[src/hw/rtl/sta_pkg.sv]
package sta_pkg;

	// coordinate width and cordic step count
	localparam int COORD_BITS   = 16;
	localparam int CORDIC_STEPS = 16;

	// derived datapath widths
	localparam int DIFF_W = COORD_BITS + 1;
	localparam int PROD_W = 2 * DIFF_W;
	localparam int SUM_W  = PROD_W + 1;
	// headroom for the cordic gain and the pre-rotation swap
	localparam int CW     = SUM_W + 3;
	localparam int STEP_W = (CORDIC_STEPS > 1) ? $clog2(CORDIC_STEPS) : 1;

	// angle format, radians times 8192
	localparam int ANG_W = 16;
	localparam logic signed [ANG_W-1:0] ANG_ZERO    = '0;
	localparam logic signed [ANG_W-1:0] ANG_HALF_PI = 16'sd12868;
	localparam logic signed [ANG_W-1:0] ANG_PI      = 16'sd25736;

	// vector being rotated, plus the cross-is-zero shortcut
	typedef struct packed {
		logic                    bypass;
		logic                    bypass_pi;
		logic signed [CW-1:0]    x;
		logic signed [CW-1:0]    y;
		logic signed [ANG_W-1:0] z;
	} rot_t;

	// round(atan(2^-i) * 8192)
	function automatic logic signed [ANG_W-1:0] atan_entry(input int unsigned i);
		logic signed [ANG_W-1:0] e;
		case (i)
			0:       e = 16'sd6434;
			1:       e = 16'sd3798;
			2:       e = 16'sd2007;
			3:       e = 16'sd1019;
			4:       e = 16'sd511;
			5:       e = 16'sd256;
			6:       e = 16'sd128;
			7:       e = 16'sd64;
			8:       e = 16'sd32;
			9:       e = 16'sd16;
			10:      e = 16'sd8;
			11:      e = 16'sd4;
			12:      e = 16'sd2;
			13:      e = 16'sd1;
			default: e = '0;
		endcase
		return e;
	endfunction

endpackage

[src/hw/rtl/sta_front.sv]
module sta_front (
	input  logic                                  clk,
	input  logic                                  arst_n,
	input  logic                                  en,
	input  logic                                  in_vld,
	input  logic signed [sta_pkg::COORD_BITS-1:0] a_y,
	input  logic signed [sta_pkg::COORD_BITS-1:0] a_x,
	input  logic signed [sta_pkg::COORD_BITS-1:0] b_y,
	input  logic signed [sta_pkg::COORD_BITS-1:0] b_x,
	input  logic signed [sta_pkg::COORD_BITS-1:0] c_y,
	input  logic signed [sta_pkg::COORD_BITS-1:0] c_x,
	output logic                                  out_vld,
	output sta_pkg::rot_t                         out_rot
);

	// stage 1: segment vectors
	logic                              vld_s1;
	logic signed [sta_pkg::DIFF_W-1:0] ab_y_s1, ab_x_s1, bc_y_s1, bc_x_s1;
	// stage 2: partial products
	logic                              vld_s2;
	logic signed [sta_pkg::PROD_W-1:0] yy_s2, xx_s2, xy_s2, yx_s2;
	// stage 3: dot and cross
	logic                              vld_s3;
	logic signed [sta_pkg::SUM_W-1:0]  dot_s3, cross_s3;
	// stage 4: quadrant pre-rotation
	logic                              vld_s4;
	sta_pkg::rot_t                     rot_s4;

	logic signed [sta_pkg::CW-1:0]     dot_ext, cross_ext;
	sta_pkg::rot_t                     rot_nxt;

	always_ff @(posedge clk or negedge arst_n) begin
		if (!arst_n) begin
			vld_s1 <= 1'b0;
			vld_s2 <= 1'b0;
			vld_s3 <= 1'b0;
			vld_s4 <= 1'b0;
		end else if (en) begin
			vld_s1 <= in_vld;
			vld_s2 <= vld_s1;
			vld_s3 <= vld_s2;
			vld_s4 <= vld_s3;
		end
	end

	always_comb begin
		dot_ext           = sta_pkg::CW'(dot_s3);
		cross_ext         = sta_pkg::CW'(cross_s3);
		rot_nxt.bypass    = (cross_s3 == '0);
		rot_nxt.bypass_pi = dot_s3[sta_pkg::SUM_W-1];
		rot_nxt.x         = dot_ext;
		rot_nxt.y         = cross_ext;
		rot_nxt.z         = sta_pkg::ANG_ZERO;
		if (dot_s3[sta_pkg::SUM_W-1]) begin
			if (cross_s3 > 0) begin
				rot_nxt.x = cross_ext;
				rot_nxt.y = -dot_ext;
				rot_nxt.z = sta_pkg::ANG_HALF_PI;
			end else begin
				rot_nxt.x = -cross_ext;
				rot_nxt.y = dot_ext;
				rot_nxt.z = -sta_pkg::ANG_HALF_PI;
			end
		end
	end

	always_ff @(posedge clk) begin
		if (en) begin
			ab_y_s1  <= sta_pkg::DIFF_W'(b_y) - sta_pkg::DIFF_W'(a_y);
			ab_x_s1  <= sta_pkg::DIFF_W'(b_x) - sta_pkg::DIFF_W'(a_x);
			bc_y_s1  <= sta_pkg::DIFF_W'(c_y) - sta_pkg::DIFF_W'(b_y);
			bc_x_s1  <= sta_pkg::DIFF_W'(c_x) - sta_pkg::DIFF_W'(b_x);
			yy_s2    <= sta_pkg::PROD_W'(ab_y_s1) * sta_pkg::PROD_W'(bc_y_s1);
			xx_s2    <= sta_pkg::PROD_W'(ab_x_s1) * sta_pkg::PROD_W'(bc_x_s1);
			xy_s2    <= sta_pkg::PROD_W'(ab_x_s1) * sta_pkg::PROD_W'(bc_y_s1);
			yx_s2    <= sta_pkg::PROD_W'(ab_y_s1) * sta_pkg::PROD_W'(bc_x_s1);
			dot_s3   <= sta_pkg::SUM_W'(yy_s2) + sta_pkg::SUM_W'(xx_s2);
			cross_s3 <= sta_pkg::SUM_W'(xy_s2) - sta_pkg::SUM_W'(yx_s2);
			rot_s4   <= rot_nxt;
		end
	end

	assign out_vld = vld_s4;
	assign out_rot = rot_s4;

endmodule

[config.mk]
export PLATFORM = sky130hd
export DESIGN_NAME = sta_front
export DESIGN_NICKNAME = d
export VERILOG_FILES = /design/src/hw/rtl/sta_pkg.sv /design/src/hw/rtl/sta_front.sv
export SDC_FILE = /design/constraint.sdc
export NUM_CORES = 2
export LEC_CHECK = 0
export BUFFER_PORTS_ARGS = -buffer_cell sky130_fd_sc_hd__buf_4
export CAP_MARGIN = 20
export CORE_ASPECT_RATIO = 0.7
export CORE_MARGIN = 8
export CORE_UTILIZATION = 55
export CTS_CLUSTER_DIAMETER = 50
export DETAILED_ROUTE_END_ITERATION = 10
export GPL_TIMING_DRIVEN = 0
export PLACE_DENSITY = 0.75
export SLEW_MARGIN = 20
export SYNTH_ARGS = -nofsm -noshare
export SYNTH_HDL_FRONTEND = slang
export SYNTH_SLANG_ARGS = --single-unit
[constraint.sdc]
create_clock -name clk -period 6.52 [get_ports clk]
set_input_delay 0.326 -clock clk [delete_from_list [all_inputs] [get_ports clk]]
set_output_delay 0.326 -clock clk [all_outputs]
set_load 0.02 [all_outputs]
# ---- Yosys cells after proc, flatten, opt, wreduce, memory -nomap -nowiden
# Index checks and enable logic that the tools add are counted.
# Widths: inputs -> output; s select.
dict set report op_classes {
  n_addsub 8
  mul 4
  magnitude_cmp 1
  mux 2
  n_reduce_logical 1
}
# operator n
set ops {}
lappend ops {{$mul 17x17->34} 4}
lappend ops {{$mux 92} 1}
lappend ops {{$mux 88} 1}
lappend ops {{$neg 35->38} 2}
lappend ops {{$sub 16x16->17} 4}
lappend ops {{$add 34x34->35} 1}
lappend ops {{$gt 35x1->1 const B} 1}
lappend ops {{$logic_not 35->1} 1}
lappend ops {{$sub 34x34->35} 1}
dict set report totals {
  register_bits 372
  input_bits 100
  output_inout_bits 95
  elab_cells 36
}

# ---- Depth between registers and ports, before layout
dict set report logic_depth {
  depth_word 3
  mapped_depth 26
}

# ---- Worst setup path after synthesis
# Ideal clock, no wire load.
dict set report synth_path {
  kind {register -> register}
  from {reg bc_x_s1[2] (netlist bit)}
  to {reg yx_s2[33] (netlist bit), data pin}
  setup_ns 0.260
  t_arrival_ns 6.164
  required_time_ns 6.260
  path_slack_ns 0.096
  path_stages_with_launch 21
  path_buffers 1
  period_less_slack_ns 6.424
  path_cell_list {edfxtp_1 clkbuf_1 nand2_1 fa_1 fa_1 fa_1 fa_1 inv_1 fa_1 fa_1 ha_1 a21oi_1 o21ai_1 or3_1 o2111ai_1 o211ai_1 a221o_1 a2111oi_1 o31ai_1 a21oi_1 xnor2_1}
}
dict set report synth_via {
  elab_chain_len 1
}
# item line
set synth_lines {}
lappend synth_lines {{start, declared} sta_front.sv:18} ;# logic signed [sta_pkg::DIFF_W-1:0] ab_y_s1, ab_x_s1, bc_y_s1, bc_x_s1;
lappend synth_lines {{start signal, assigned} sta_front.sv:72} ;# bc_x_s1 <= sta_pkg::DIFF_W'(c_x) - sta_pkg::DIFF_W'(b_x);
lappend synth_lines {{$mul 17x17->34} sta_front.sv:76} ;# yx_s2 <= sta_pkg::PROD_W'(ab_y_s1) * sta_pkg::PROD_W'(bc_x_s1);
lappend synth_lines {{end signal, assigned} sta_front.sv:76}
lappend synth_lines {{end, declared} sta_front.sv:21} ;# logic signed [sta_pkg::PROD_W-1:0] yy_s2, xx_s2, xy_s2, yx_s2;
# No other way between the ends.
# A chain may end at the register's enable or synchronous reset.

# ---- Final worst setup path
dict set report layout_path {
  from {reg ab_y_s1[8] (netlist bit)}
  to {reg yx_s2[33] (netlist bit), data pin}
}
dict set report layout_via {
  elab_chain_len 1
}
# item line
set layout_lines {}
lappend layout_lines {{start, declared} sta_front.sv:18}
lappend layout_lines {{start signal, assigned} sta_front.sv:69} ;# ab_y_s1 <= sta_pkg::DIFF_W'(b_y) - sta_pkg::DIFF_W'(a_y);
lappend layout_lines {{$mul 17x17->34} sta_front.sv:76}
# No other way between the ends.

==> qor.csv <==
stage;metric;value;unit
floorplan;top_level_ports;195;
detailed_routing;antenna_left;0;
floorplan;fp.coreArea;0.1128;mm²
detailed_routing;drtPass1Iterations;8;
layout;multi_input_area;0.04762;mm²
detailed_routing;wirelength;214.1;mm
clock_tree;cts_num_sinks;359;
synthesis;ys.flop_type;edfxtp_1;
clock_tree;cts_buffers;45;
layout;layout-drive-gt1-share;15.67;%
sta;worst_pin_slew;1.064;ns
clock_tree;clk-insertion-delay-late;0.64;ns
clock_tree;cts_tree;built;
detailed_routing;viasPerCell;5.754;
global_route;grt_antenna_before_repair;23;
synthesis;synth_seq_cells;359;
worst_setup_path;crit_path_start_kind;flip-flop;
floorplan;die_w;419.2;µm
sta;final-max-slew-violation-count;0;
detailed_routing;drcViolationCount;0;
synthesis;synthTopCellsByArea;fa_1 (38%), edfxtp_1 (17%), ha_1 (9.5%), inv_1 (8.2%), and2_1 (6.0%);
sta;max_freq;0.1400;GHz
global_route;grt_start_max_net_pins;97;
sta;fin_skew;0.04050;ns
detailed_routing;wl_per_cell;25.09;µm
clock_tree;root_buffer;clkbuf_16;
sta;rsz0062_at_grt;yes;
synthesis;syn_area;0.06260;mm²
synthesis;synth_top_area_share;38.05;%
placement;io_buffers;192;
sta;finalSetupViolations;28;
synthesis;yosysWarningCount;0;
sta;min_period_over_period;109.6;%
detailed_routing;drt_iter0_drc;5651;
worst_setup_path;crit_path_cell_trace;buf_6 -> buf_6 -> and2_4 -> fa_1 -> inv_1 -> fa_1 -> fa_1 -> inv_2 -> fa_1 -> fa_1 -> inv_2 -> fa_1 -> inv_2 -> ha_4 -> or3_4 -> o2111ai_4 -> o211ai_1 -> buf_4 -> a221o_2 -> a2111oi_4 -> o31ai_2 -> a21oi_2 -> xnor2_2;
sta;post-route-min-period;7.145;ns
placement;preCtsSetupSlack;-2.699;ns
synthesis;synth_cells;6437;
outcome;violations;setup timing;
layout;ff_latch_area;0.01076;mm²
synthesis;synth-edff-count;355;
layout;final_area;0.07347;mm²
worst_setup_path;slowest_stage;fa_1;
worst_setup_path;arrival;7.46;ns
floorplan;initial_core_util;55.52;%
global_route;grt-ovfl-total;0;
placement;gp_congestion;1.042;
worst_setup_path;cp_max_fo;4;
sta;relSlewSlack;28.40;%
floorplan;core.rowCount;103;
global_route;grt_usage;34.24;%
detailed_routing;vias;49110;
worst_setup_path;rrSetupSlack;-0.63;ns
worst_setup_path;critPathKind;flip-flop to flip-flop;
outcome;status;finished with violations;
sta;timing.final.hold_violations;0;
layout;fillCellCount;8862;
sta;fin_ws;-0.6253;ns
synthesis;synth_seq_area_share;17.19;%
global_route;grt_pass1_vias;50110;
floorplan;die_y;298.3;µm
synthesis;syn_avg_cell_area;9.725;µm²
worst_hold_path;hold_path.class;input port to flip-flop;
layout;syn_to_final_growth;17.36;%
run;drv_cap;0;
synthesis;yosysTopAreaCell;fa_1;
worst_setup_path;slowest_delay;0.54;ns
synthesis;synth_common_cells;inv_1 (1,374), fa_1 (1,190), nand2_1 (640);
synthesis;synthArstFlopShare;1.114;%
layout;fin_nets;8731;
worst_setup_path;end_kind;flip-flop;
floorplan;fp.dieArea;0.1250;mm²
clock_tree;htreeDepth;2;
global_route;grt_pass1_wl;317.4;mm
worst_setup_path;critical_path_required;6.83;ns
synthesis;synth_most_common_cell;inv_1;
placement;place_area;0.06610;mm²
clock_tree;path_clk_slew;0.06;ns
placement;dp_hpwl;170.1;mm
clock_tree;cts_buffer_depth;3;
worst_setup_path;cpMostUsedCell;fa_1;
synthesis;yosysUniqueCellTypes;72;
path summary, 6_finish.rpt:
| kind | startpoint | end | depth (start not counted) |
|---|---|---|---|
| setup / recovery | ab_y_s1[8]$_DFFE_PP_ | yx_s2[33]$_DFFE_PP_ | 23 |
| hold / removal | a_y[0] | ab_y_s1[0]$_DFFE_PP_ | 3 |
| setup reg to reg | ab_y_s1[8]$_DFFE_PP_ | yx_s2[33]$_DFFE_PP_ | 23 |
| hold reg to reg | vld_s1$_DFFE_PN0P_ | vld_s2$_DFFE_PN0P_ | 1 |
| max in group asynchronous | arst_n | vld_s1$_DFFE_PN0P_ | 2 |
| min in group asynchronous | arst_n | vld_s3$_DFFE_PN0P_ | 2 |
sequential cells by signal, indices dropped and copies added, names as in the netlist, 17 cells and up:
signal    count
ab_x_s1      17
bc_x_s1      17
yx_s2        34
cross_s3     35
out_rot      81
yy_s2        34
bc_y_s1      17
xy_s2        34
ab_y_s1      17
dot_s3       35
xx_s2        34
layer usage:
| layer | share of wire [%] | up-vias | GRT usage [%] |
|---|---|---|---|
| met5 | 0.29 | - | 1.655 |
| met1 | 39 | 24580 | 47.90 |
| met4 | 6.3 | 20 | 16.60 |
| met3 | 15 | 566 | 13.54 |
| met2 | 39 | 3011 | 45.98 |
| li1 | - | 20930 | - |
logic make-up (layout without fill, tap and decap cells):
| kind of cell | after synthesis | count (layout) | share of synthesized area (%) |
|---|---|---|---|
| compound gates | 661 | 661 | 6.764 |
| xor+xnor | 297 | 297 | 4.155 |
| fa+ha+maj | 1664 | 1664 | 47.53 |
| buf+inv | 1627 | 2187 | 9.877 |
| flops | 359 | 359 | 17.19 |
| mux | 4 | 4 | 0.07195 |
| other cells | 1 | 17 | 0.005990 |
| simple gates | 1824 | 1824 | 14.41 |
through the flow:
stage | instances | hold slack, ns | setup TNS, ns | utilization, %
2_1_floorplan | 6439 | 0.03041 | 0 | -
3_3_place_gp | 8153 | 0.1224 | -96.53 | 58.49
3_5_place_dp | 8158 | 0.1254 | -89.91 | 58.62
4_1_cts | 8450 | 0.05008 | -4.115 | 63.80
5_1_grt | 8524 | 0.07499 | -10.23 | 65.13
6_report | 8535 | 0.07437 | -6.748 | 65.15
worst max-delay path, delay by kind of cell, from the launching register on:
family | cells | cell delay (ns)
AOI/OAI and AO/OA | 6 | 1.65
xor gates and xnor gates | 1 | 0.15
adders and majority gates | 7 | 3.26
buffers and inverters | 7 | 0.67
DFF | 1 | 0.52
and+or+nand+nor | 2 | 0.56
cell usage in the layout, fill, tap and decap left out, types with 61 or more instances in the layout:
cell	n
a21o_1	83
a21oi_1	188
and2_1	580
buf_4	443
clkbuf_16	63
edfxtp_1	355
fa_1	1142
ha_1	424
inv_1	1338
nand2_1	624
nor2_1	274
nor3_1	61
xnor2_1	192
xor2_1	81
what timing repair did:
action	in CTS	in global routing
hold buffers	3	0
gates cloned	1	0
pin swaps	135	167
resized for setup	661	306
hold endpoints to repair	6	0
endpoints found under the setup margin	81	50
buffers inserted	218	81
area by class of cell:
class	count	area share, %
clock buffer	56	1.603
timing repair buffer	497	5.882
inverter	1376	7.047
antenna	14	0.04769
tap	1522	2.592
multi-input combinational	4453	64.81
clock inverter	23	0.3338
sequential	359	14.65
buffer	235	3.033
Power is left out: the tool's default activity adds up to more than one toggle a clock period on the data nets, which glitch-free logic cannot reach.
