### config.mk
export PLATFORM = sky130hd
export DESIGN_NAME = sta_out
export DESIGN_NICKNAME = d
export VERILOG_FILES = /design/src/hw/rtl/sta_pkg.sv /design/src/hw/rtl/sta_out.sv
export SDC_FILE = /design/constraint.sdc
export NUM_CORES = 1
export LEC_CHECK = 0
export BUFFER_PORTS_ARGS = -buffer_cell sky130_fd_sc_hd__clkbuf_2
export CORE_ASPECT_RATIO = 1.75
export CORE_MARGIN = 2
export CORE_UTILIZATION = 43
export CTS_BUF_LIST = sky130_fd_sc_hd__clkbuf_16
export DETAILED_ROUTE_END_ITERATION = 8
export PLACE_DENSITY = 0.85
export SKIP_LAST_GASP = 1
export SLEW_MARGIN = 20
export SYNTH_ARGS = -nofsm -noshare
export SYNTH_HDL_FRONTEND = slang
export SYNTH_SLANG_ARGS = --single-unit
### constraint.sdc
create_clock -name clk -period 7.5 [get_ports clk]
set_input_delay 0 -clock clk [delete_from_list [all_inputs] [get_ports clk]]
set_output_delay 0 -clock clk [all_outputs]
set_load 0.03 [all_outputs]
### src/hw/rtl/sta_pkg.sv
package sta_pkg;

	// coordinate width and cordic step count
	localparam int COORD_BITS   = 16;
	localparam int CORDIC_STEPS = 16;

	// derived datapath widths
	localparam int DIFF_W = COORD_BITS + 1;
	localparam int PROD_W = 2 * DIFF_W;
	localparam int SUM_W  = PROD_W + 1;
	// headroom for the cordic gain and the pre-rotation swap
	localparam int CW     = SUM_W + 3;
	localparam int STEP_W = (CORDIC_STEPS > 1) ? $clog2(CORDIC_STEPS) : 1;

	// angle format, radians times 8192
	localparam int ANG_W = 16;
	localparam logic signed [ANG_W-1:0] ANG_ZERO    = '0;
	localparam logic signed [ANG_W-1:0] ANG_HALF_PI = 16'sd12868;
	localparam logic signed [ANG_W-1:0] ANG_PI      = 16'sd25736;

	// vector being rotated, plus the cross-is-zero shortcut
	typedef struct packed {
		logic                    bypass;
		logic                    bypass_pi;
		logic signed [CW-1:0]    x;
		logic signed [CW-1:0]    y;
		logic signed [ANG_W-1:0] z;
	} rot_t;

	// round(atan(2^-i) * 8192)
	function automatic logic signed [ANG_W-1:0] atan_entry(input int unsigned i);
		logic signed [ANG_W-1:0] e;
		case (i)
			0:       e = 16'sd6434;
			1:       e = 16'sd3798;
			2:       e = 16'sd2007;
			3:       e = 16'sd1019;
			4:       e = 16'sd511;
			5:       e = 16'sd256;
			6:       e = 16'sd128;
			7:       e = 16'sd64;
			8:       e = 16'sd32;
			9:       e = 16'sd16;
			10:      e = 16'sd8;
			11:      e = 16'sd4;
			12:      e = 16'sd2;
			13:      e = 16'sd1;
			default: e = '0;
		endcase
		return e;
	endfunction

endpackage

### src/hw/rtl/sta_out.sv
module sta_out (
	input  logic                               clk,
	input  logic                               arst_n,
	input  logic                               in_vld,
	input  sta_pkg::rot_t                      in_rot,
	output logic                               en,
	output logic                               out_valid,
	input  logic                               out_stall,
	output logic signed [sta_pkg::ANG_W-1:0]   turn_angle
);

	logic                              out_valid_q;
	logic signed [sta_pkg::ANG_W-1:0]  out_ang_q;
	logic                              skid_valid_q;
	logic signed [sta_pkg::ANG_W-1:0]  skid_ang_q;
	logic signed [sta_pkg::ANG_W-1:0]  res;
	logic                              arrive;

	// shortcut for zero cross, else clamp to +-pi
	always_comb begin
		if (in_rot.bypass) begin
			res = in_rot.bypass_pi ? sta_pkg::ANG_PI : sta_pkg::ANG_ZERO;
		end else if (in_rot.z > sta_pkg::ANG_PI) begin
			res = sta_pkg::ANG_PI;
		end else if (in_rot.z < -sta_pkg::ANG_PI) begin
			res = -sta_pkg::ANG_PI;
		end else begin
			res = in_rot.z;
		end
	end

	assign en     = !skid_valid_q;
	assign arrive = in_vld && en;

	always_ff @(posedge clk or negedge arst_n) begin
		if (!arst_n) begin
			out_valid_q  <= 1'b0;
			skid_valid_q <= 1'b0;
		end else if (skid_valid_q) begin
			if (!out_valid_q || !out_stall) begin
				out_valid_q  <= 1'b1;
				skid_valid_q <= 1'b0;
			end
		end else if (arrive) begin
			if (out_valid_q && out_stall) begin
				skid_valid_q <= 1'b1;
			end else begin
				out_valid_q <= 1'b1;
			end
		end else if (out_valid_q && !out_stall) begin
			out_valid_q <= 1'b0;
		end
	end

	always_ff @(posedge clk) begin
		if (skid_valid_q) begin
			if (!out_valid_q || !out_stall) begin
				out_ang_q <= skid_ang_q;
			end
		end else if (arrive) begin
			if (out_valid_q && out_stall) begin
				skid_ang_q <= res;
			end else begin
				out_ang_q <= res;
			end
		end
	end

	assign out_valid  = out_valid_q;
	assign turn_angle = out_ang_q;

`ifndef SYNTHESIS
	a_skid_behind_out: assert property (@(posedge clk) disable iff (!arst_n)
		skid_valid_q |-> out_valid_q)
		else $error("skid holds a request while the output register is empty");

	a_skid_fill_cause: assert property (@(posedge clk) disable iff (!arst_n)
		$rose(skid_valid_q) |-> $past(out_valid_q && out_stall && in_vld))
		else $error("skid filled without a stalled output");

	a_angle_range: assert property (@(posedge clk) disable iff (!arst_n)
		out_valid_q |-> (out_ang_q <= sta_pkg::ANG_PI && out_ang_q >= -sta_pkg::ANG_PI))
		else $error("turn angle outside +-pi");
`endif

endmodule

# After elaboration in Yosys (flattened, before gate mapping)
# Cells that the tools add are included.
# totals
memories	0
latch_bits	0
inputBits	98
wordCells	39
regBits	34
romBits	0
ramBits	0
# op_classes
magnitude_cmp	2
reduce_logical	12
mul	0
eq_ne	3
div	0
mux	17
bitwise_logic	1
n_shift	0
add_sub_neg	0
# ops
cell	count
$mux W16	7
$gt A16 B16 Y1 const B	1
$lt A16 B16 Y1 const B	1
$mux W15	1
$mux W1	9
$reduce_and A3 Y1	3
$logic_and A1 B1 Y1	3
$logic_not A1 Y1	3
$ne A3 B3 Y1 const B	1
$reduce_bool A3 Y1	1
$ne A2 B1 Y1 const B	1
$ne A2 B2 Y1 const B	1
$reduce_bool A2 Y1	1
$logic_or A1 B1 Y1	1
$not A1 Y1	1

# Logic depth before layout (Yosys ltp)
# Gate-level depths: netlist of the first run.
# logic_depth
word_depth	7
mapped_depth	8
depth_no_buf	8

# Worst setup path before layout of the first run
# OpenSTA, ideal clock, no wires.
# synth_timing
path_kind	reg2reg
from	register skid_valid_q
to	register skid_ang_q[0] (netlist name) (enable)
slack_ns	5.114
path_buffers	2
stages_incl_launch_ff	4
synth_period_minus_slack_ns	2.386
arrival_ns	1.973
cell_sequence	dfrtp_1 -> clkbuf_1 -> clkbuf_1 -> nor3b_1
# synth_via
elab_chain_cells	3
word_cells_on_any_way	4
classes_between	bitwise: 1; reduce/logical: 3
# synth_rtl
item	line	text
start: declaration	sta_out.sv:14	logic skid_valid_q;
start signal: assignment	sta_out.sv:38	skid_valid_q <= 1'b0;
start signal: assignment	sta_out.sv:42	skid_valid_q <= 1'b0;
start signal: assignment	sta_out.sv:46	skid_valid_q <= 1'b1;
$logic_not A1 Y1	sta_out.sv:32	assign en = !skid_valid_q;
$logic_and A1 B1 Y1	sta_out.sv:33	assign arrive = in_vld && en;
$reduce_and A3 Y1 (no line) (*)	-	
end signal: assignment	sta_out.sv:62	skid_ang_q <= res;
end: declaration	sta_out.sv:15	logic signed [sta_pkg::ANG_W-1:0] skid_ang_q;
# Mark *: on every way between the ends. The rest lies on a longest branch, timed or not.
# A chain may end at the register's enable or synchronous reset.

# Final worst setup path of the first run
# layout_timing
from	input in_rot[3] (netlist name)
to	register out_ang_q (netlist bit turn_angle[10]), data pin
# layout_via
elab_chain_cells	7
word_cells_on_any_way	8
classes_between	order compare: 2; mux: 6
# layout_rtl
item	line	text
start: declaration	sta_out.sv:5	input sta_pkg::rot_t in_rot,
$lt A16 B16 Y1	sta_out.sv:25	end else if (in_rot.z < -sta_pkg::ANG_PI) begin
$mux W16	sta_out.sv:25	
$mux W16 (*)	sta_out.sv:23	end else if (in_rot.z > sta_pkg::ANG_PI) begin
$mux W16 (*)	sta_out.sv:21	if (in_rot.bypass) begin
$mux W16 (*)	sta_out.sv:61	if (out_valid_q && out_stall) begin
$mux W16 (*)	sta_out.sv:60	end else if (arrive) begin
$mux W16 (*)	sta_out.sv:56	if (skid_valid_q) begin
end signal: assignment	sta_out.sv:58	out_ang_q <= skid_ang_q;
end signal: assignment	sta_out.sv:64	out_ang_q <= res;
end: declaration	sta_out.sv:13	logic signed [sta_pkg::ANG_W-1:0] out_ang_q;
# Mark *: on every way between the ends. The rest lies on a longest branch, timed or not. The select of a mux whose other input is x is not followed.

==> flow_metrics.py, run 1 <==
metrics = {
    "placement": {
        "io_buffers": 39,
        "dp_hpwl_mm": 2.328,
        "placement.cell_area_mm2": 0.001826,
        "gp_congestion": 0.7939,
        "numPlacedInstances": 214,
    },
    "cells_and_area": {
        "num_antenna_cells": 0,
        "drive_above_1_share_pct": 29.94,
        "layout.nets": 276,
        "stdcell_count": 223,
        "syn2layout_area_growth_pct": 25.24,
        "postLayoutCellArea_mm2": 0.001981,
    },
    "timing": {
        "fmax_mhz": 482.4,
        "slew_headroom_pct": 45.38,
        "min_period_ps": 2073,
        "skew_ps": 2.566,
        "hold_viol": 0,
        "drv_slew": 0,
        "worst_pin_slew_ps": 819.2,
        "rsz0062_at_grt": "no",
        "fin_crit_sh_pct": 27.64,
        "final-setup-viol-count": 0,
        "tns_ps": 0,
    },
    "cts": {
        "tritoncts": "done",
        "path_clk_slew_ps": 50,
        "htree_levels": 2,
        "clockRootBuffer": "clkbuf_16",
        "numClockSinks": 34,
        "clkLatencyLatePin_ps": 270,
        "numCtsBuffers": 5,
        "cts_buffer_depth": 2,
    },
    "worst_hold_path": {
        "hold_class": "in2async",
    },
    "logic_synthesis": {
        "yosysUniqueCellTypes": 29,
        "synthAdderAreaFrac_pct": 0.7911,
        "ys_ff_latch": 34,
        "yosys_warnings": 0,
        "synth.avg_cell_area_um2": 11.80,
        "synth_area_leaders": "edfxtp_1 61%, a21oi_1 5.7%, nor2_1 4.7%",
        "synth_top_family_by_area": "compound AO/OA/AOI/OAI gates",
        "synth_top_area_cell": "edfxtp_1",
        "ys.flop_type": "edfxtp_1",
        "synth.most_common_cell": "edfxtp_1",
        "synth.cells.most_frequent": "32 x edfxtp_1, 20 x nor2_1, 18 x a21oi_1, 12 x nand2_1, 8 x o21ai_0",
        "synth-edff-count": 32,
        "yosysTopAreaCellShare_pct": 60.76,
        "synthMuxAreaShare_pct": 0,
        "synthSimpleGateAreaFrac_pct": 14.00,
        "synth_seq_area_share_pct": 63.92,
        "synth_xor_area_share_pct": 0,
        "netlist_area_mm2": 0.001582,
        "async_flop_share_pct": 5.882,
        "synth_compound_gate_area_share_pct": 17.88,
        "syn_inst": 134,
        "postSynthNetCount": 233,
    },
    "worst_setup_path": {
        "cp_num_buf_inv": 2,
        "endpoint_kind": "flip-flop",
        "start_kind": "input pin",
        "crit_arrival_ps": 2090,
        "crit_type": "in2reg",
        "cpLargestDelayFamily": "compound AO/OA/AOI/OAI gates",
        "crit_path_max_fanout": 12,
        "worstPathCellList": "clkbuf_2 -> a41o_1 -> a31oi_1 -> nor2_1 -> o31ai_1 -> ha_1 -> clkinv_1 -> a221oi_1 -> a21oi_1",
        "critPathRequiredTime_ps": 7510,
        "slowest_delay_ps": 410,
        "cpMaxStageDelayCell": "ha_1",
    },
    "global_routing": {
        "overflow": 0,
        "grt_pass1_vias": 1230,
        "grt_max_degree": 27,
        "grt_first_pass_wirelength_mm": 5.395,
        "antenna_found_initial": 0,
        "grt.total_usage_pct": 17.18,
    },
    "routing": {
        "wirelength_mm": 3.175,
        "antenna_left": 0,
        "wire_per_inst_um": 14.24,
        "drt_first_pass_iters": 4,
        "viasPerCell": 5.511,
        "drc": 0,
        "drt_iter0_markers": 55,
        "vias": 1229,
    },
    "floorplanning": {
        "fp.coreArea_mm2": 0.003592,
        "initial_utilization_pct": 44.03,
        "dieWidth_um": 49.85,
        "num_rows": 29,
        "io_pins": 116,
        "dieHeight_um": 84.23,
        "dieArea_mm2": 0.004198,
    },
    "flow_run": {
        "maxCapViolCount": 0,
    },
    "pwr": {
        "p_leak_uw": 0.0007772,
        "ir_worst_vdd_mv": 0.1618,
        "p_per_area_mw_per_mm2": 253.1,
    },
    "status": {
        "outcome": "complete, no violations",
    },
}
-- final timing paths --
kind                                     start        endpoint  slack [ps]  depth (start not counted)
worst max-delay path                 in_rot[3]  turn_angle[10]        5430                          9
worst min-delay path                    arst_n       out_valid          30                          2
worst max register to register    skid_valid_q   skid_ang_q[6]        5650                          1
worst min register to register  skid_ang_q[12]  turn_angle[12]         530                          2
max in group asynchronous               arst_n    skid_valid_q        7370                          2
min in group clk                     out_stall       out_valid          30                          3
-- where the power goes --
part | internal (uW) | total (uW) | switching, uW
Clock | 120 | 188 | 69.0
Sequential | 227 | 234 | 6.69
Combinational | 25.5 | 79.0 | 53.5
Total | 372 | 501 | 129
-- registers in the layout (all words and copies together), names as in the netlist --
signal and flops:
skid_valid_q 1, skid_ang_q 16, out_valid 1, turn_angle 16
-- layer usage --
layer	part of all wire [%]	global-route usage, %	up-vias
met4	3.0	11.62	0
li1	-	-	595
met1	39	18.59	561
met3	6.0	4.270	10
met5	0	0	-
met2	52	28.85	63
-- cells by family (layout without fill, tap and decap cells) --
logic type | Yosys count | after routing
and+or+nand+nor | 45 | 45
AOI/OAI and AO/OA | 42 | 42
DFF | 34 | 34
buffers and inverters | 12 | 55
adders and majority gates | 1 | 1
-- final cells by class --
| cell class | count | area [um2] |
|---|---|---|
| Sequential cell | 34 | 1011 |
| Fill cell | 319 | 1612 |
| Tap cell | 46 | 57.56 |
| Multi-Input combinational cell | 88 | 528.0 |
| Clock buffer | 5 | 125.1 |
| Inverter | 5 | 18.77 |
| Timing Repair Buffer | 43 | 230.2 |
| Clock inverter | 2 | 10.01 |
-- layout by cell type, fill, tap and decap left out, drive strengths merged --
cell type | Yosys | final
nor4 | 1 | 1
nor3 | 2 | 2
ha | 1 | 1
dlygate4sd3 | 0 | 2
o21ai | 8 | 8
edfxtp | 32 | 32
nor2b | 1 | 1
nor2 | 20 | 20
a31oi | 2 | 2
a41o | 1 | 1
a21oi | 18 | 18
a221oi | 4 | 4
nor3b | 4 | 4
o31ai | 3 | 3
buf | 2 | 2
dfrtp | 2 | 2
clkinv | 1 | 3
inv | 4 | 4
a32o | 3 | 3
o211a | 1 | 1
nand2 | 12 | 12
and4bb | 1 | 1
clkbuf | 5 | 44
nor4b | 1 | 1
o311ai | 1 | 1
nand3 | 1 | 1
or3 | 1 | 1
a41oi | 1 | 1
and4 | 1 | 1
-- timing repair --
item / CTS / global route
resized for setup: 0 / 0
setup endpoints to repair: 0 / 0
setup buffers: 0 / 0
hold buffers: 2 / 0
endpoints found under the hold margin: 3 / 0
-- metrics by stage --
step / setup slack [ps] / utilization [%] / hold slack (ps) / total power, uW
3_5_place_dp: 5194 / 50.82 / -213.1 / 315.5
5_1_grt: 5223 / 55.14 / 62.81 / 521.7
3_3_place_gp: 5235 / 50.64 / -213.3 / 312.2
4_1_cts: 5427 / 55.14 / 28.23 / 504.4
6_report: 5427 / 55.14 / 26.46 / 501.2
2_1_floorplan: 5114 / - / -295.6 / 289.0
Power figures use the tool's default switching activity.
==> run 2: changes to the inputs <==
ABC_AREA = 1   (was not set)
CORE_UTILIZATION = 42   (was 43)
PLACE_DENSITY = 0.79   (was 0.85)
clock period = 2 ns   (was 7.5 ns; I/O delays follow)
==> run 2 against run 1 <==
Compared with the run above: routed wire length down 12%; first-iteration DRC count down 65%; die area up 17%; hold slack gained 16 ps; sequential power increased to 3.7 times the previous value; global-route usage shrank 3.3 points; critical endpoint is now skid_ang_q[7].
==> flow_metrics.py, run 2 <==
metrics = {
    "status": {
        "outcome": "complete, no violations",
    },
    "floorplanning": {
        "io_pins": 116,
        "initial_utilization_pct": 43.86,
        "fp.coreArea_mm2": 0.004150,
        "dieHeight_um": 91.10,
        "num_rows": 31,
        "dieArea_mm2": 0.004898,
        "dieWidth_um": 53.77,
    },
    "cells_and_area": {
        "stdcell_count": 288,
        "num_antenna_cells": 0,
        "fillers": 371,
        "layout.nets": 337,
        "drive_above_1_share_pct": 30.54,
        "postLayoutCellArea_mm2": 0.002222,
        "final_common_cell": "nand2_1",
        "layout_common_cells": "46 x nand2_1, 39 x clkbuf_2, 32 x edfxtp_1",
        "syn2layout_area_growth_pct": 22.06,
    },
    "timing": {
        "fmax_mhz": 699.2,
        "whs_ps": 42.54,
        "timing.final.ws_setup_ps": 569.8,
        "min_period_ps": 1430,
        "fin_crit_sh_pct": 71.51,
        "final-setup-viol-count": 0,
        "tns_ps": 0,
        "rsz0062_at_grt": "no",
        "worst_pin_slew_ps": 349.2,
        "drv_slew": 0,
        "slew_headroom_pct": 76.68,
        "hold_viol": 0,
        "skew_ps": 2.756,
    },
    "global_routing": {
        "grt.total_usage_pct": 13.85,
        "grt_first_pass_wirelength_mm": 4.940,
        "grt_max_degree": 27,
        "overflow": 0,
        "antenna_found_initial": 0,
        "grt_pass1_vias": 1240,
    },
    "cts": {
        "clockRootBuffer": "clkbuf_16",
        "path_clk_slew_ps": 50,
        "cts_buffer_depth": 2,
        "cts_resized": 0,
        "hold_buffers": 4,
        "numClockSinks": 34,
        "tritoncts": "done",
        "clkLatencyLatePin_ps": 270,
        "htree_levels": 2,
        "post_cts.repair.setup_buffers": 0,
        "numCtsBuffers": 5,
    },
    "logic_synthesis": {
        "syn_inst": 192,
        "async_flop_share_pct": 5.882,
        "synth-edff-count": 32,
        "yosysTopAreaCellShare_pct": 52.78,
        "ys.flop_type": "edfxtp_1",
        "synth.avg_cell_area_um2": 9.482,
        "synth_seq_area_share_pct": 55.53,
        "synth_top_area_cell": "edfxtp_1",
        "synth.cells.most_frequent": "46 x nand2_1, 32 x edfxtp_1, 30 x inv_1, 21 x nor2_1, 11 x nand3_1",
        "postSynthNetCount": 291,
        "synth.most_common_cell": "nand2_1",
        "netlist_area_mm2": 0.001820,
        "synth_area_leaders": "edfxtp_1 53%, nand2_1 9.5%, inv_1 6.2%",
        "yosys_warnings": 0,
        "ys_ff_latch": 34,
        "yosysUniqueCellTypes": 27,
    },
    "pwr": {
        "p_leak_uw": 0.001049,
        "ir_worst_vdd_mv": 0.5856,
        "p_per_area_mw_per_mm2": 852.4,
    },
    "placement": {
        "io_buffers": 39,
        "placement.cell_area_mm2": 0.002046,
        "numPlacedInstances": 276,
        "dp_hpwl_mm": 2.281,
        "gp_congestion": 0.7807,
        "pre_cts_ws_ps": 297.1,
    },
    "worst_setup_path": {
        "crit_arrival_ps": 1460,
        "worstPathCellList": "clkbuf_2 -> inv_1 -> nand4_1 -> nor3_1 -> nor3_1 -> ha_1 -> nor2_1 -> inv_1 -> nand3_1 -> and2_1",
        "critPathRequiredTime_ps": 2030,
        "crit_type": "in2reg",
        "cpLargestDelayFamily": "simple AND/OR/NAND/NOR gates",
        "crit_path_max_fanout": 9,
        "endpoint_kind": "flip-flop",
        "cp_num_buf_inv": 3,
        "cpMaxStageDelayCell": "ha_1",
        "start_kind": "input pin",
        "slowest_delay_ps": 450,
        "r2r_slack_ps": 690,
    },
    "routing": {
        "drc": 0,
        "drt_first_pass_iters": 4,
        "antenna_left": 0,
        "drt_iter0_markers": 19,
        "viasPerCell": 4.674,
        "wirelength_mm": 2.796,
        "wire_per_inst_um": 9.708,
        "vias": 1346,
    },
    "worst_hold_path": {
        "hold_class": "in2async",
    },
    "flow_run": {
        "maxCapViolCount": 0,
    },
}
run 2: cell families (layout without fill, tap and decap cells):
logic type,after synthesis,after routing,synth area share (%)
simple gates,102,102,27.63
compound gates,15,15,6.391
flops,34,34,55.53
fa+ha+maj,1,1,0.6872
buf+inv,40,87,9.759
run 2: worst paths after layout:
kind                                      from        endpoint  cells past startpoint
worst max-delay path                in_rot[13]   skid_ang_q[7]                     10
worst min-delay path                    arst_n    skid_valid_q                      2
worst max register to register    skid_valid_q       out_valid                      3
worst min register to register  skid_ang_q[10]  turn_angle[10]                      2
max in group asynchronous               arst_n       out_valid                      2
min in group clk                     in_rot[1]   skid_ang_q[1]                      5
run 2: per-stage QoR:
stage	total power [uW]	util, %
finish	1894	53.54
global placement	1206	49.29
global route	1984	53.54
CTS	1905	53.54
floorplan	1131	-
detailed placement	1214	49.29
run 2: power breakdown:
part | switching, uW | internal (uW)
Clock | 245 | 446
Combinational | 229 | 110
Sequential | 13.6 | 851
run 2: final cells by class:
type                       count  area (um2)  area share, %
clock inverter                 3       11.26         0.5068
clock buffer                   5       125.1          5.631
inverter                      33       123.9          5.574
timing repair buffer          46       257.7          11.60
sequential                    34        1011          45.50
tap                           49       61.31          2.759
multi-input combinational    118       631.9          28.43
run 2: per-layer routing:
metal	vias to the layer above	GRT usage, %	routed length (um)
li1	714	-	-
met1	576	14.50	1056
met2	45	22.15	1429
met3	11	4.112	187
met4	0	10.04	122
met5	-	0	0
